## config.mk

```make
export PLATFORM = sky130hd
export DESIGN_NAME = modbus_request_framer_flat
export DESIGN_NICKNAME = d
export VERILOG_FILES = /design/src/hdl/mbf_pkg.sv /design/src/hdl/mbf_if.sv /design/src/hdl/mbf_front.sv /design/src/hdl/mbf_queue.sv /design/src/hdl/mbf_back.sv /design/src/hdl/modbus_request_framer.sv /design/src/flat_wrapper.sv
export SDC_FILE = /design/constraint.sdc
export NUM_CORES = 1
export LEC_CHECK = 0
export BUFFER_PORTS_ARGS = -buffer_cell sky130_fd_sc_hd__buf_2
export CORE_MARGIN = 8
export CORE_UTILIZATION = 57
export CTS_BUF_LIST = sky130_fd_sc_hd__clkbuf_16
export CTS_CLUSTER_DIAMETER = 100
export DETAILED_ROUTE_END_ITERATION = 16
export HOLD_SLACK_MARGIN = 0.03
export MAX_ROUTING_LAYER = met4
export PLACE_DENSITY = 0.81
export SKIP_LAST_GASP = 1
export SYNTH_ARGS = -nofsm -noshare
export SYNTH_HDL_FRONTEND = slang
export SYNTH_SLANG_ARGS = --single-unit
```

## constraint.sdc

```tcl
create_clock -name clock -period 5.61 [get_ports clock]
set_clock_uncertainty 0.15 [all_clocks]
set_input_delay 0.8415 -clock clock [delete_from_list [all_inputs] [get_ports clock]]
set_output_delay 0.8415 -clock clock [all_outputs]
set_load 0.005 [all_outputs]
```

## src/hdl/mbf_pkg.sv

```systemverilog
`default_nettype none

package mbf_pkg;

   typedef enum logic [1:0] {
      CMD_READ_COILS    = 2'd0,
      CMD_READ_DISCRETE = 2'd1,
      CMD_READ_HOLDING  = 2'd2,
      CMD_WRITE_SINGLE  = 2'd3
   } command_type;

   localparam logic [7:0] FC_READ_COILS    = 8'h01;
   localparam logic [7:0] FC_READ_DISCRETE = 8'h02;
   localparam logic [7:0] FC_READ_HOLDING  = 8'h03;
   localparam logic [7:0] FC_WRITE_SINGLE  = 8'h06;

   localparam int CSR_INDEX_WIDTH = 1;
   localparam int CSR_DATA_WIDTH  = 8;
   localparam logic [CSR_INDEX_WIDTH-1:0] CSR_UNIT_ADDRESS = 1'b0;
   localparam logic [CSR_INDEX_WIDTH-1:0] CSR_TCP_MODE     = 1'b1;

   localparam logic [7:0]  BYTE_MASK   = 8'hFF;
   localparam logic [15:0] PROTOCOL_ID = 16'h0000;
   // Unit id plus the five-byte PDU.
   localparam logic [15:0] MBAP_LENGTH = 16'd6;
   localparam logic [15:0] CRC_POLY    = 16'hA001;
   localparam logic [15:0] CRC_INIT    = 16'hFFFF;

   localparam logic [3:0] HEADER_BYTES = 4'd6;
   localparam logic [3:0] RTU_LAST     = 4'd7;
   localparam logic [3:0] TCP_LAST     = 4'd11;
   localparam logic [3:0] CRC_LOW_POS  = 4'd6;

   typedef struct packed {
      logic        tcp;
      logic [7:0]  unit;
      logic [7:0]  fc;
      logic [15:0] addr;
      logic [15:0] opw;
      logic [15:0] tid;
   } desc_type;

   function automatic logic [7:0] fc_of(input command_type cmd);
      logic [7:0] fc;
      case (cmd)
         CMD_READ_COILS:    fc = FC_READ_COILS;
         CMD_READ_DISCRETE: fc = FC_READ_DISCRETE;
         CMD_READ_HOLDING:  fc = FC_READ_HOLDING;
         CMD_WRITE_SINGLE:  fc = FC_WRITE_SINGLE;
         default:           fc = FC_READ_COILS;
      endcase
      return fc;
   endfunction

   function automatic logic [15:0] crc_byte(input logic [15:0] crc_prev,
                                            input logic [7:0]  data);
      logic [15:0] crc;
      crc = crc_prev ^ {8'h00, data};
      for (int b = 0; b < 8; b++) begin
         if (crc[0]) begin
            crc = (crc >> 1) ^ CRC_POLY;
         end else begin
            crc = crc >> 1;
         end
      end
      return crc;
   endfunction

endpackage

`default_nettype wire

```

## src/hdl/mbf_if.sv

```systemverilog
`default_nettype none

interface mbf_req_if;
   logic        valid;
   logic        ready;
   logic [1:0]  command;
   logic [15:0] start_address;
   logic [15:0] operand_word;

   modport source(output valid, output command, output start_address,
                  output operand_word, input ready);
   modport sink(input valid, input command, input start_address,
                input operand_word, output ready);
endinterface

interface mbf_rsp_if;
   logic       valid;
   logic       ready;
   logic [7:0] frame_byte;
   logic       frame_end;

   modport source(output valid, output frame_byte, output frame_end, input ready);
   modport sink(input valid, input frame_byte, input frame_end, output ready);
endinterface

`default_nettype wire

```

## src/hdl/mbf_front.sv

```systemverilog
`default_nettype none

module mbf_front (
   input  wire logic                                 clock,
   input  wire logic                                 reset,
   mbf_req_if.sink                                   req_chan,
   input  wire logic                                 csr_write_enable,
   input  wire logic [mbf_pkg::CSR_INDEX_WIDTH-1:0]  csr_index,
   input  wire logic [mbf_pkg::CSR_DATA_WIDTH-1:0]   csr_write_data,
   input  wire logic                                 queue_full,
   output logic                                      push,
   output mbf_pkg::desc_type                         push_desc
);
   import mbf_pkg::*;

   logic [7:0]  unit_ff;
   logic        tcp_ff;
   logic [15:0] tid_ff, tid_in;

   assign req_chan.ready = !queue_full;
   assign push           = req_chan.valid && !queue_full;
   assign tid_in         = tid_ff + 16'd1;

   always_comb begin
      push_desc.tcp  = tcp_ff;
      push_desc.unit = unit_ff;
      push_desc.fc   = fc_of(command_type'(req_chan.command));
      push_desc.addr = req_chan.start_address;
      push_desc.opw  = req_chan.operand_word;
      push_desc.tid  = tid_in;
   end

   always_ff @(posedge clock) begin
      if (reset) begin
         unit_ff <= '0;
         tcp_ff  <= 1'b0;
         tid_ff  <= '0;
      end else begin
         if (csr_write_enable) begin
            case (csr_index)
               CSR_UNIT_ADDRESS: unit_ff <= csr_write_data & BYTE_MASK;
               CSR_TCP_MODE:     tcp_ff  <= csr_write_data[0];
               default:          ;
            endcase
         end
         // The transaction id only advances for TCP frames.
         if (push && tcp_ff) begin
            tid_ff <= tid_in;
         end
      end
   end

endmodule

`default_nettype wire

```

## src/hdl/mbf_queue.sv

```systemverilog
`default_nettype none

module mbf_queue #(
   parameter int Depth = 2
) (
   input  wire logic              clock,
   input  wire logic              reset,
   input  wire logic              push,
   input  wire mbf_pkg::desc_type push_desc,
   input  wire logic              pop,
   output logic                   full,
   output logic                   not_empty,
   output mbf_pkg::desc_type      head
);
   import mbf_pkg::*;

   localparam int PtrWidth   = (Depth > 1) ? $clog2(Depth) : 1;
   localparam int CountWidth = $clog2(Depth + 1);
   localparam logic [PtrWidth-1:0]   LastPtr   = PtrWidth'(Depth - 1);
   localparam logic [CountWidth-1:0] FullCount = CountWidth'(Depth);

   desc_type                mem [Depth];
   logic [PtrWidth-1:0]     wptr_ff, rptr_ff;
   logic [CountWidth-1:0]   count_ff;

   assign full      = (count_ff == FullCount);
   assign not_empty = (count_ff != '0);
   assign head      = mem[rptr_ff];

   always_ff @(posedge clock) begin
      if (push) begin
         mem[wptr_ff] <= push_desc;
      end
   end

   always_ff @(posedge clock) begin
      if (reset) begin
         wptr_ff  <= '0;
         rptr_ff  <= '0;
         count_ff <= '0;
      end else begin
         if (push) begin
            wptr_ff <= (wptr_ff == LastPtr) ? '0 : wptr_ff + 1'b1;
         end
         if (pop) begin
            rptr_ff <= (rptr_ff == LastPtr) ? '0 : rptr_ff + 1'b1;
         end
         if (push && !pop) begin
            count_ff <= count_ff + 1'b1;
         end else if (pop && !push) begin
            count_ff <= count_ff - 1'b1;
         end
      end
   end

endmodule

`default_nettype wire

```

## src/hdl/mbf_back.sv

```systemverilog
`default_nettype none

module mbf_back (
   input  wire logic              clock,
   input  wire logic              reset,
   input  wire logic              have_item,
   input  wire mbf_pkg::desc_type head,
   output logic                   pop,
   mbf_rsp_if.source              rsp_chan
);
   import mbf_pkg::*;

   logic [3:0]  idx_ff;
   logic [15:0] crc_ff;
   logic        out_valid_ff;
   logic [7:0]  out_byte_ff;
   logic        out_end_ff;

   logic        load;
   logic [3:0]  last_idx;
   logic [3:0]  pdu_pos;
   logic [7:0]  pdu_byte;
   logic [7:0]  next_byte;
   logic [15:0] crc_seed;

   assign last_idx = head.tcp ? TCP_LAST : RTU_LAST;
   assign load     = have_item && (!out_valid_ff || rsp_chan.ready);
   assign pop      = load && (idx_ff == last_idx);
   assign pdu_pos  = head.tcp ? (idx_ff - HEADER_BYTES) : idx_ff;
   assign crc_seed = (idx_ff == '0) ? CRC_INIT : crc_ff;

   always_comb begin
      case (pdu_pos)
         4'd0:    pdu_byte = head.unit;
         4'd1:    pdu_byte = head.fc;
         4'd2:    pdu_byte = head.addr[15:8];
         4'd3:    pdu_byte = head.addr[7:0];
         4'd4:    pdu_byte = head.opw[15:8];
         default: pdu_byte = head.opw[7:0];
      endcase
   end

   always_comb begin
      if (head.tcp) begin
         case (idx_ff)
            4'd0:    next_byte = head.tid[15:8];
            4'd1:    next_byte = head.tid[7:0];
            4'd2:    next_byte = PROTOCOL_ID[15:8];
            4'd3:    next_byte = PROTOCOL_ID[7:0];
            4'd4:    next_byte = MBAP_LENGTH[15:8];
            4'd5:    next_byte = MBAP_LENGTH[7:0];
            default: next_byte = pdu_byte;
         endcase
      end else if (idx_ff < CRC_LOW_POS) begin
         next_byte = pdu_byte;
      end else if (idx_ff == CRC_LOW_POS) begin
         next_byte = crc_ff[7:0];
      end else begin
         next_byte = crc_ff[15:8];
      end
   end

   // The CRC folds in each RTU byte as it is loaded, so it is complete by
   // the time the first CRC byte goes out.
   always_ff @(posedge clock) begin
      if (load && !head.tcp && (idx_ff < CRC_LOW_POS)) begin
         crc_ff <= crc_byte(crc_seed, next_byte);
      end
      if (load) begin
         out_byte_ff <= next_byte;
         out_end_ff  <= pop;
      end
   end

   always_ff @(posedge clock) begin
      if (reset) begin
         idx_ff       <= '0;
         out_valid_ff <= 1'b0;
      end else begin
         if (load) begin
            idx_ff       <= pop ? '0 : idx_ff + 4'd1;
            out_valid_ff <= 1'b1;
         end else if (rsp_chan.ready) begin
            out_valid_ff <= 1'b0;
         end
      end
   end

   assign rsp_chan.valid      = out_valid_ff;
   assign rsp_chan.frame_byte = out_byte_ff;
   assign rsp_chan.frame_end  = out_end_ff;

endmodule

`default_nettype wire

```

## src/hdl/modbus_request_framer.sv

```systemverilog
`default_nettype none

// Modbus request framer. Each request beat (command, start address, operand)
// becomes one frame, sent one byte per beat on the response channel with
// frame_end set on the last byte: 8 bytes in RTU mode (unit id, PDU, CRC
// low byte first) or 12 bytes in TCP mode (MBAP header with a transaction id
// that advances once per TCP frame, then unit id and PDU). The byte
// serializer emits one byte per cycle while the response channel is ready,
// and a small request queue lets new requests be taken while a frame is
// still going out; the request channel stalls only when that queue is
// full. Write unit_address (index 0) and tcp_mode (index 1) while the
// block is idle.
module modbus_request_framer #(
   parameter int QueueDepth = 2
) (
   input  wire logic                                 clock,
   input  wire logic                                 reset,
   mbf_req_if.sink                                   req_chan,
   mbf_rsp_if.source                                 rsp_chan,
   input  wire logic                                 csr_write_enable,
   input  wire logic [mbf_pkg::CSR_INDEX_WIDTH-1:0]  csr_index,
   input  wire logic [mbf_pkg::CSR_DATA_WIDTH-1:0]   csr_write_data
);
   import mbf_pkg::*;

   logic     push, pop, queue_full, queue_not_empty;
   desc_type push_desc, head;

   mbf_front u_front (
      .clock            (clock),
      .reset            (reset),
      .req_chan         (req_chan),
      .csr_write_enable (csr_write_enable),
      .csr_index        (csr_index),
      .csr_write_data   (csr_write_data),
      .queue_full       (queue_full),
      .push             (push),
      .push_desc        (push_desc)
   );

   mbf_queue #(
      .Depth (QueueDepth)
   ) u_queue (
      .clock     (clock),
      .reset     (reset),
      .push      (push),
      .push_desc (push_desc),
      .pop       (pop),
      .full      (queue_full),
      .not_empty (queue_not_empty),
      .head      (head)
   );

   mbf_back u_back (
      .clock     (clock),
      .reset     (reset),
      .have_item (queue_not_empty),
      .head      (head),
      .pop       (pop),
      .rsp_chan  (rsp_chan)
   );

endmodule

`default_nettype wire

```

## src/flat_wrapper.sv

```systemverilog
// flat-port wrapper written by rule: the top's interface ports become plain ports
module modbus_request_framer_flat import mbf_pkg::*;
#(
   parameter int QueueDepth = 2
)
  (clock, reset, csr_write_enable, csr_index, csr_write_data, req_chan_valid, req_chan_command, req_chan_start_address, req_chan_operand_word, req_chan_ready, rsp_chan_valid, rsp_chan_frame_byte, rsp_chan_frame_end, rsp_chan_ready);
  mbf_req_if req_chan_i ();
  mbf_rsp_if rsp_chan_i ();
  input  wire logic clock;
  input  wire logic reset;
  input  wire logic csr_write_enable;
  input  wire logic [mbf_pkg::CSR_INDEX_WIDTH-1:0] csr_index;
  input  wire logic [mbf_pkg::CSR_DATA_WIDTH-1:0] csr_write_data;
  input wire logic [$bits(req_chan_i.valid)-1:0] req_chan_valid;
  input wire logic [$bits(req_chan_i.command)-1:0] req_chan_command;
  input wire logic [$bits(req_chan_i.start_address)-1:0] req_chan_start_address;
  input wire logic [$bits(req_chan_i.operand_word)-1:0] req_chan_operand_word;
  output wire logic [$bits(req_chan_i.ready)-1:0] req_chan_ready;
  output wire logic [$bits(rsp_chan_i.valid)-1:0] rsp_chan_valid;
  output wire logic [$bits(rsp_chan_i.frame_byte)-1:0] rsp_chan_frame_byte;
  output wire logic [$bits(rsp_chan_i.frame_end)-1:0] rsp_chan_frame_end;
  input wire logic [$bits(rsp_chan_i.ready)-1:0] rsp_chan_ready;
  assign req_chan_i.valid = req_chan_valid;
  assign req_chan_i.command = req_chan_command;
  assign req_chan_i.start_address = req_chan_start_address;
  assign req_chan_i.operand_word = req_chan_operand_word;
  assign req_chan_ready = req_chan_i.ready;
  assign rsp_chan_valid = rsp_chan_i.valid;
  assign rsp_chan_frame_byte = rsp_chan_i.frame_byte;
  assign rsp_chan_frame_end = rsp_chan_i.frame_end;
  assign rsp_chan_i.ready = rsp_chan_ready;
  modbus_request_framer #(.QueueDepth(QueueDepth)) u_core (.clock(clock), .reset(reset), .req_chan(req_chan_i), .rsp_chan(rsp_chan_i), .csr_write_enable(csr_write_enable), .csr_index(csr_index), .csr_write_data(csr_write_data));
endmodule
```

# After elaboration in Yosys (flattened, before gate mapping)
# Memory sizes are Yosys's and may differ from the RTL's. A register that Yosys moved wholly into a read port is not among the register bits.
# Cells that the tools add are included.
[word_totals]
regBits = 59
ram_bits = 130
input_bits = 48
output_inout_bits = 11
wordCells = 104
memories = 1
[mem_list]
columns = ["memory", "depth", "word_bits", "rd", "rd_clocked_by_memory_dff", "wr", "line_no", "text"]
rows = [
  ["u_core.u_queue.mem", 2, 65, 1, 1, 1, "mbf_queue.sv:22", "desc_type mem [Depth];"],
]
[op_classes]
n_addsub = 7
n_lt_le_gt_ge = 1
n_eq_ne = 15
muxes = 35
n_bitwise = 10
reduce_logical = 23
[ops]
columns = ["cell", "count"]
rows = [
  ["16-bit two-way mux", 15],
  ["8-bit one-hot mux with 4 select lines", 2],
  ["8-bit one-hot mux with 5 select lines", 1],
  ["8-bit two-way mux", 3],
  ["2-bit NOT with 3-bit output", 8],
  ["16-bit by 1-bit adder with 16-bit output, second input constant", 1],
  ["4-bit by 2-bit equality test with 1-bit output, second input constant", 4],
  ["4-bit by 3-bit equality test with 1-bit output, second input constant", 4],
  ["16-bit by 8-bit XOR with 16-bit output", 1],
  ["14-bit two-way mux", 1],
  ["4-bit two-way mux", 3],
  ["4-bit by 1-bit equality test with 1-bit output, second input constant", 2],
  ["1-bit logical AND", 8],
  ["4-bit zero test", 2],
  ["1-bit two-way mux", 8],
  ["2-bit equality test, second input constant", 3],
  ["2-bit nonzero test", 3],
  ["1-bit zero test", 5],
  ["4-bit by 1-bit adder with 4-bit output, second input constant", 1],
  ["4-bit equality test", 1],
  ["4-bit by 3-bit < comparator with 1-bit output, second input constant", 1],
  ["2-bit two-way mux", 2],
  ["2-bit AND reduction", 2],
  ["4-bit by 3-bit subtractor with 4-bit output, second input constant", 1],
  ["8 further kinds", 9],
]

# Depth between registers and ports, before layout
[logic_depth]
depth_word = 30
depth_mapped = 14
depth_no_buf = 11

# Cells and area by module
# Synthesis repeated with hierarchy kept, for this count alone.
[hier_totals]
hier_cells = 690
hier_area_um2 = 9190.1
[by_module_without_submodules]
columns = ["module", "instances", "cells_each", "area_per_inst_um2"]
rows = [
  ["mbf_queue", 1, 224, 4914.7],
  ["mbf_back", 1, 271, 2667.6],
  ["mbf_front", 1, 195, 1607.8],
]

# Worst setup path before layout
# OpenSTA, ideal clock, no wires.
[synth_timing]
path_kind = "input to register"
from = "in req_chan_valid"
to = "mem u_core.u_queue.mem[0][0] in the netlist's numbering, enable pin"
arrival_time_ns = 3.747
t_required_ns = 4.975
setup_slack_ns = 1.227
path_stages = 2
path_buffers = 0
path_cell_list = "and2_0 nor2b_1"
[synth_between]
elab_chain_len = 3
[synth_lines]
columns = ["item", "line_no", "text"]
rows = [
  ["start, declared", "flat_wrapper.sv:14", "input wire logic [$bits(req_chan_i.valid)-1:0] req_chan_valid;"],
  ["1-bit logical AND", "mbf_front.sv:21", "assign push = req_chan.valid && !queue_full;"],
  ["1-bit two-way mux", "mbf_queue.sv:31", "if (push) begin"],
  ["1-bit two-way mux (not written as such)", "mbf_queue.sv:32", "mem[wptr_ff] <= push_desc;"],
  ["end, declared", "mbf_queue.sv:22", ""],
]
# Every way passes these cells.

# Final worst setup path
[layout_timing]
from = "reg u_core.u_back.idx_ff[0]"
to = "reg u_core.u_back.crc_ff[15], data pin"
[layout_between]
elab_chain_len = 22
elab_cells_between_ends = 44
cone_classes = "add/sub (1); order compare (1); eq/ne (10); mux (21); bitwise (8); reduce/logical (3)"
[layout_lines]
columns = ["item", "line_no", "text"]
rows = [
  ["start, declared", "mbf_back.sv:13", "logic [3:0] idx_ff;"],
  ["start signal, assigned", "mbf_back.sv:81", "idx_ff <= pop ? '0 : idx_ff + 4'd1;"],
  ["4-bit by 3-bit subtractor with 4-bit output", "mbf_back.sv:29", "assign pdu_pos = head.tcp ? (idx_ff - HEADER_BYTES) : idx_ff;"],
  ["4-bit two-way mux", "mbf_back.sv:29", ""],
  ["4-bit by 3-bit equality test with 1-bit output, or another cell as far along", "mbf_back.sv:33", "case (pdu_pos)"],
  ["8-bit one-hot mux with 5 select lines", "mbf_back.sv:33", ""],
  ["8-bit one-hot mux with 4 select lines / 8-bit two-way mux (equally long branches)", "mbf_back.sv:45, mbf_back.sv:54", ""],
  ["8-bit two-way mux", "mbf_back.sv:44", "if (head.tcp) begin"],
  ["16-bit by 8-bit XOR with 16-bit output (*)", "mbf_pkg.sv:58", "crc = crc_prev ^ {8'h00, data};"],
  ["16-bit two-way mux (*)", "mbf_pkg.sv:60", "if (crc[0]) begin"],
  ["(+6 left out)", "n/a", ""],
  ["16-bit two-way mux (*)", "mbf_back.sv:66", "if (load && !head.tcp && (idx_ff < CRC_LOW_POS)) begin"],
  ["16-bit two-way mux (*)", "mbf_pkg.sv:60", ""],
  ["16-bit two-way mux (*)", "mbf_back.sv:66", ""],
  ["16-bit two-way mux (*)", "mbf_pkg.sv:60", ""],
  ["16-bit two-way mux (*)", "mbf_back.sv:66", ""],
  ["2-bit NOT with 3-bit output (no source line) / 16-bit two-way mux (equally long branches)", "n/a", ""],
  ["16-bit two-way mux (*)", "mbf_pkg.sv:60", ""],
  ["16-bit two-way mux (*)", "mbf_back.sv:66", ""],
  ["end signal, assigned", "mbf_back.sv:67", "crc_ff <= crc_byte(crc_seed, next_byte);"],
  ["end, declared", "mbf_back.sv:14", "logic [15:0] crc_ff;"],
]
# Every way passes the cells marked *; elsewhere a longest branch is shown, timed or not. The select of a mux whose other input is x is not followed.
# A chain may end at the register's enable or synchronous reset.

==> reports/results.md <==
• **result of the run** complete, no violations
• **synthesis-stage register bit count** 180
• **net count of the mapped netlist** 714
• **clk sinks** 180
• **CP startpoint kind** flop
• **number of iterations in the first detailed-routing pass** 5
• **maximum vdd ir drop** 0.246 mV
• **DRC violation count after routing** 0
• **tightest slew margin relative to the limit** 39.8%
• **maximum number of pins on one net before global-route repair** 61
• **Leakage** 3.34 nW
• **Int Power** 0.00273 W
• **clock network latency to the later pin of the worst-skew pair** 430 ps
• **leading cell type in the layout, fill and taps excluded** sky130_fd_sc_hd__edfxtp_1
• **placer's final routability congestion estimate** 0.947
• **Multi-input gate area** 0.00320 mm²
• **horizontal die dimension** 138 µm
• **switching power** 0.00104 W
• **total congestion overflow after global routing** 0
• **sequential cell area fraction in the yosys report** 59.6%
• **data arrival time at the worst-slack endpoint** 4570 ps
• **Crit path top cell by count** sky130_fd_sc_hd__xnor2_2
• **CP endpoint kind** flop
• **starting utilization of the core area** 58.4%
• **relative contribution of sequential cells to total power** 46.2%
• **global-route usage over all layers** 20.3%
• **number of fill cells in the layout** 1090
• **CTS buffer count** 17
• **CTS H-Tree Depth** 4
• **number of buffers inserted to repair setup after CTS** 0
• **proportion of total power due to net switching** 27.6%
• **Final nets** 763
• **filler-free cell count of the finished design** 905
• **post-synthesis cell count** 659
• **proportion of layout cells with a drive suffix above 1** 18.9%
• **maximum clock rate** 0.220 GHz
• **port bufs** 58
• **share of the clock period used by the worst path** 81.1%
• **die height** 138 µm
• **average cell area after synthesis** 12.9 µm²
• **post-cts resize count** 0
• **count of yosys warnings during synthesis** 0
• **dominant register cell in the synthesized netlist** sky130_fd_sc_hd__edfxtp_1
• **combinational group share of total power** 22.9%
• **first-iteration detailed-routing DRC count** 657
• **number of distinct standard cells referenced by the synthesized netlist** 70
• **number of diodes added for antenna fixing** 0
• **Post-Route WL** 18000 µm
• **area of the mapped netlist** 0.00848 mm²
• **measured slew at the worst slew-check pin** 901 ps
• **register area** 0.00506 mm²
• **floorplan die area** 0.0190 mm²
• **setup tns final** 0 ps
• **row cnt** 44
• **Final ANT Viol Nets** 0
• **Core Footprint** 0.0145 mm²
• **largest fanout on the critical path** 22
• **total of max-cap violations** 0
• **total placed cells including tap cells** 873
• **minimum period implied by the final worst setup slack** 4550 ps
• **data required time at the worst endpoint** 5630 ps
• **final number of hold-violating endpoints** 0
• **cell-by-cell trace of the critical path** inv_1, ha_1, or3b_1, o22ai_2, mux2i_1, o31ai_1, o41ai_4, xnor2_2, xnor2_2, xor3_2, xor3_1
• **setup repair after global routing missed its margin** no
• **drt via density** 5.95
• **routed wire length per instance** 19.9 µm
• **number of failing setup endpoints in the final timing report** 0
• **Setup Crit Path Kind** reg2reg
• **crit-path leading delay family** XOR/XNOR gates
• **EDFF count, synth** 145
• **first-pass GRT wire length** 28500 µm
• **routed via count** 5387
• **Clock Path Buffers** 2
• **Clk pwr share** 30.9%
• **IO Pins** 59
• **vias in the first global route** 5410
• **Max stage delay on crit path** 820 ps
• **# hold bufs at CTS** 0
• **Buf/Inv on CP** 1
• **clock-pin transition on the worst setup and hold timing paths** 70 ps
• **areal power density over the cells** 399 mW/mm²
• **share of flip-flops with an asynchronous set or reset** 0%
• **post-detailed-placement half-perimeter wirelength** 12300 µm
• **standard cell with the maximum stage delay on the critical path** sky130_fd_sc_hd__dfxtp_1
• **path class of the lowest-slack min-delay path** reg2reg
• **area growth from synthesis to final layout** 11.4%
• **buffer cell driving the clock tree root** sky130_fd_sc_hd__clkbuf_16
• **commonest cells after routing, fill and taps aside** sky130_fd_sc_hd__edfxtp_1, sky130_fd_sc_hd__nor2_1, sky130_fd_sc_hd__buf_2
• **initial antenna violation count** 0
• **count of final max-slew check failures** 0
• **CTS tree** built
kinds of logic after synthesis:
logic type	count (synthesis)	share of synthesized area (%)
buffers and inverters	48	2.86
AOI/OAI and AO/OA	102	9.12
and+or+nand+nor	191	11.0
adders and majority gates	7	1.03
xor gates and xnor gates	70	8.38
DFF	180	59.6
muxes	61	8.02
sequential cells by signal, summed over array words and instances, names as in the netlist, named ones only:
register,cells
u_core.u_back.idx_ff,4
u_core.u_queue.count_ff,2
u_core.u_back.rsp_chan.frame_byte,8
u_core.u_back.rsp_chan.frame_end,1
u_core.u_back.crc_ff,16
u_core.u_front.unit_ff,8
u_core.u_front.tid_ff,16
u_core.u_queue.mem,120
u_core.u_queue.wptr_ff,1
u_core.u_queue.rptr_ff,1
u_core.u_front.tcp_ff,1
u_core.u_back.rsp_chan.valid,1
cell usage after synthesis, types with 3 or more instances:
cell / count / area (µm²)
sky130_fd_sc_hd__edfxtp_1: 145 / 4350
sky130_fd_sc_hd__nor2_1: 62 / 233
sky130_fd_sc_hd__mux2i_1: 47 / 470
sky130_fd_sc_hd__nand2_1: 38 / 143
sky130_fd_sc_hd__dfxtp_1: 35 / 701
sky130_fd_sc_hd__xnor2_1: 30 / 263
sky130_fd_sc_hd__xor2_1: 30 / 263
sky130_fd_sc_hd__a21oi_1: 20 / 100
sky130_fd_sc_hd__nand3_1: 19 / 95.1
sky130_fd_sc_hd__inv_1: 14 / 52.6
sky130_fd_sc_hd__nand2b_1: 13 / 81.3
sky130_fd_sc_hd__clkbuf_1: 12 / 45.0
sky130_fd_sc_hd__nor3_1: 12 / 60.1
sky130_fd_sc_hd__o21ai_0: 11 / 55.1
sky130_fd_sc_hd__o22ai_1: 11 / 68.8
sky130_fd_sc_hd__and3_1: 10 / 62.6
sky130_fd_sc_hd__buf_2: 10 / 50.1
sky130_fd_sc_hd__mux2_2: 8 / 90.1
sky130_fd_sc_hd__a221oi_1: 7 / 61.3
sky130_fd_sc_hd__ha_1: 7 / 87.6
sky130_fd_sc_hd__o211ai_1: 7 / 52.6
sky130_fd_sc_hd__nor2b_1: 6 / 37.5
sky130_fd_sc_hd__o221ai_1: 6 / 52.6
sky130_fd_sc_hd__a211oi_1: 5 / 37.5
sky130_fd_sc_hd__buf_4: 5 / 37.5
sky130_fd_sc_hd__nand3b_1: 5 / 37.5
sky130_fd_sc_hd__xnor2_2: 5 / 81.3
sky130_fd_sc_hd__and2_1: 4 / 25.0
sky130_fd_sc_hd__buf_6: 4 / 45.0
sky130_fd_sc_hd__o2111ai_1: 4 / 35.0
sky130_fd_sc_hd__or3_1: 4 / 25.0
sky130_fd_sc_hd__a22oi_1: 3 / 22.5
sky130_fd_sc_hd__a32o_1: 3 / 30.0
sky130_fd_sc_hd__mux4_2: 3 / 67.6
sky130_fd_sc_hd__nor4_1: 3 / 18.8
sky130_fd_sc_hd__o31ai_1: 3 / 22.5
sky130_fd_sc_hd__or3b_2: 3 / 26.3
path summary, 6_finish.rpt:
| path | end | cells past startpoint | from | slack, ps |
|---|---|---|---|---|
| worst max-delay path | u_core.u_back.crc_ff[15]$_SDFFCE_PN0P_ | 11 | u_core.u_back.idx_ff[0]$_SDFFE_PP0P_ | 1060 |
| worst min-delay path | u_core.u_queue.mem[0][63]$_DFFE_PP_ | 0 | u_core.u_front.unit_ff[7]$_SDFFE_PP0P_ | 310 |
| worst max register to register | u_core.u_back.crc_ff[15]$_SDFFCE_PN0P_ | 11 | u_core.u_back.idx_ff[0]$_SDFFE_PP0P_ | 1060 |
| worst min register to register | u_core.u_queue.mem[0][63]$_DFFE_PP_ | 0 | u_core.u_front.unit_ff[7]$_SDFFE_PP0P_ | 310 |
metrics by stage:
step	hold slack [ps]	instance area, µm²	utilization [%]	worst slack, ps	total power, W
after global routing	329	9450	65.0	844	0.00391
after global placement	284	8870	61.0	1360	0.00258
after floorplan	275	8480	-	1230	0.00242
final	314	9450	65.0	1060	0.00377
after detailed placement	294	8870	61.0	1120	0.00263
after CTS	310	9450	65.0	1110	0.00378
cell type report:
type | count | share of cell area, %
clock inverter | 15 | 1.63
inverter | 14 | 0.556
multi-input combinational | 431 | 33.8
tap | 184 | 2.44
clock buffer | 17 | 4.50
sequential | 180 | 53.5
timing repair buffer | 64 | 3.55
power groups by stage:
stage          Combinational (W)  Sequential [W]  Clock [W]
2_1_floorplan           0.000681         0.00174          0
3_3_place_gp            0.000826         0.00176          0
3_5_place_dp            0.000862         0.00176          0
4_1_cts                 0.000867         0.00174    0.00118
5_1_grt                 0.000933         0.00175    0.00123
6_report                0.000864         0.00174    0.00116
per-layer routing:
layer	share of wire, %	wire length, µm	vias up	GRT usage [%]
met2	49	8730	185	32.1
met1	43	7740	2618	25.3
li1	-	-	2551	-
met4	2.2	392	0	7.52
met5	0	0	-	-
met3	6.2	1110	33	4.24
No activity file was read; power rests on OpenSTA's default activity.
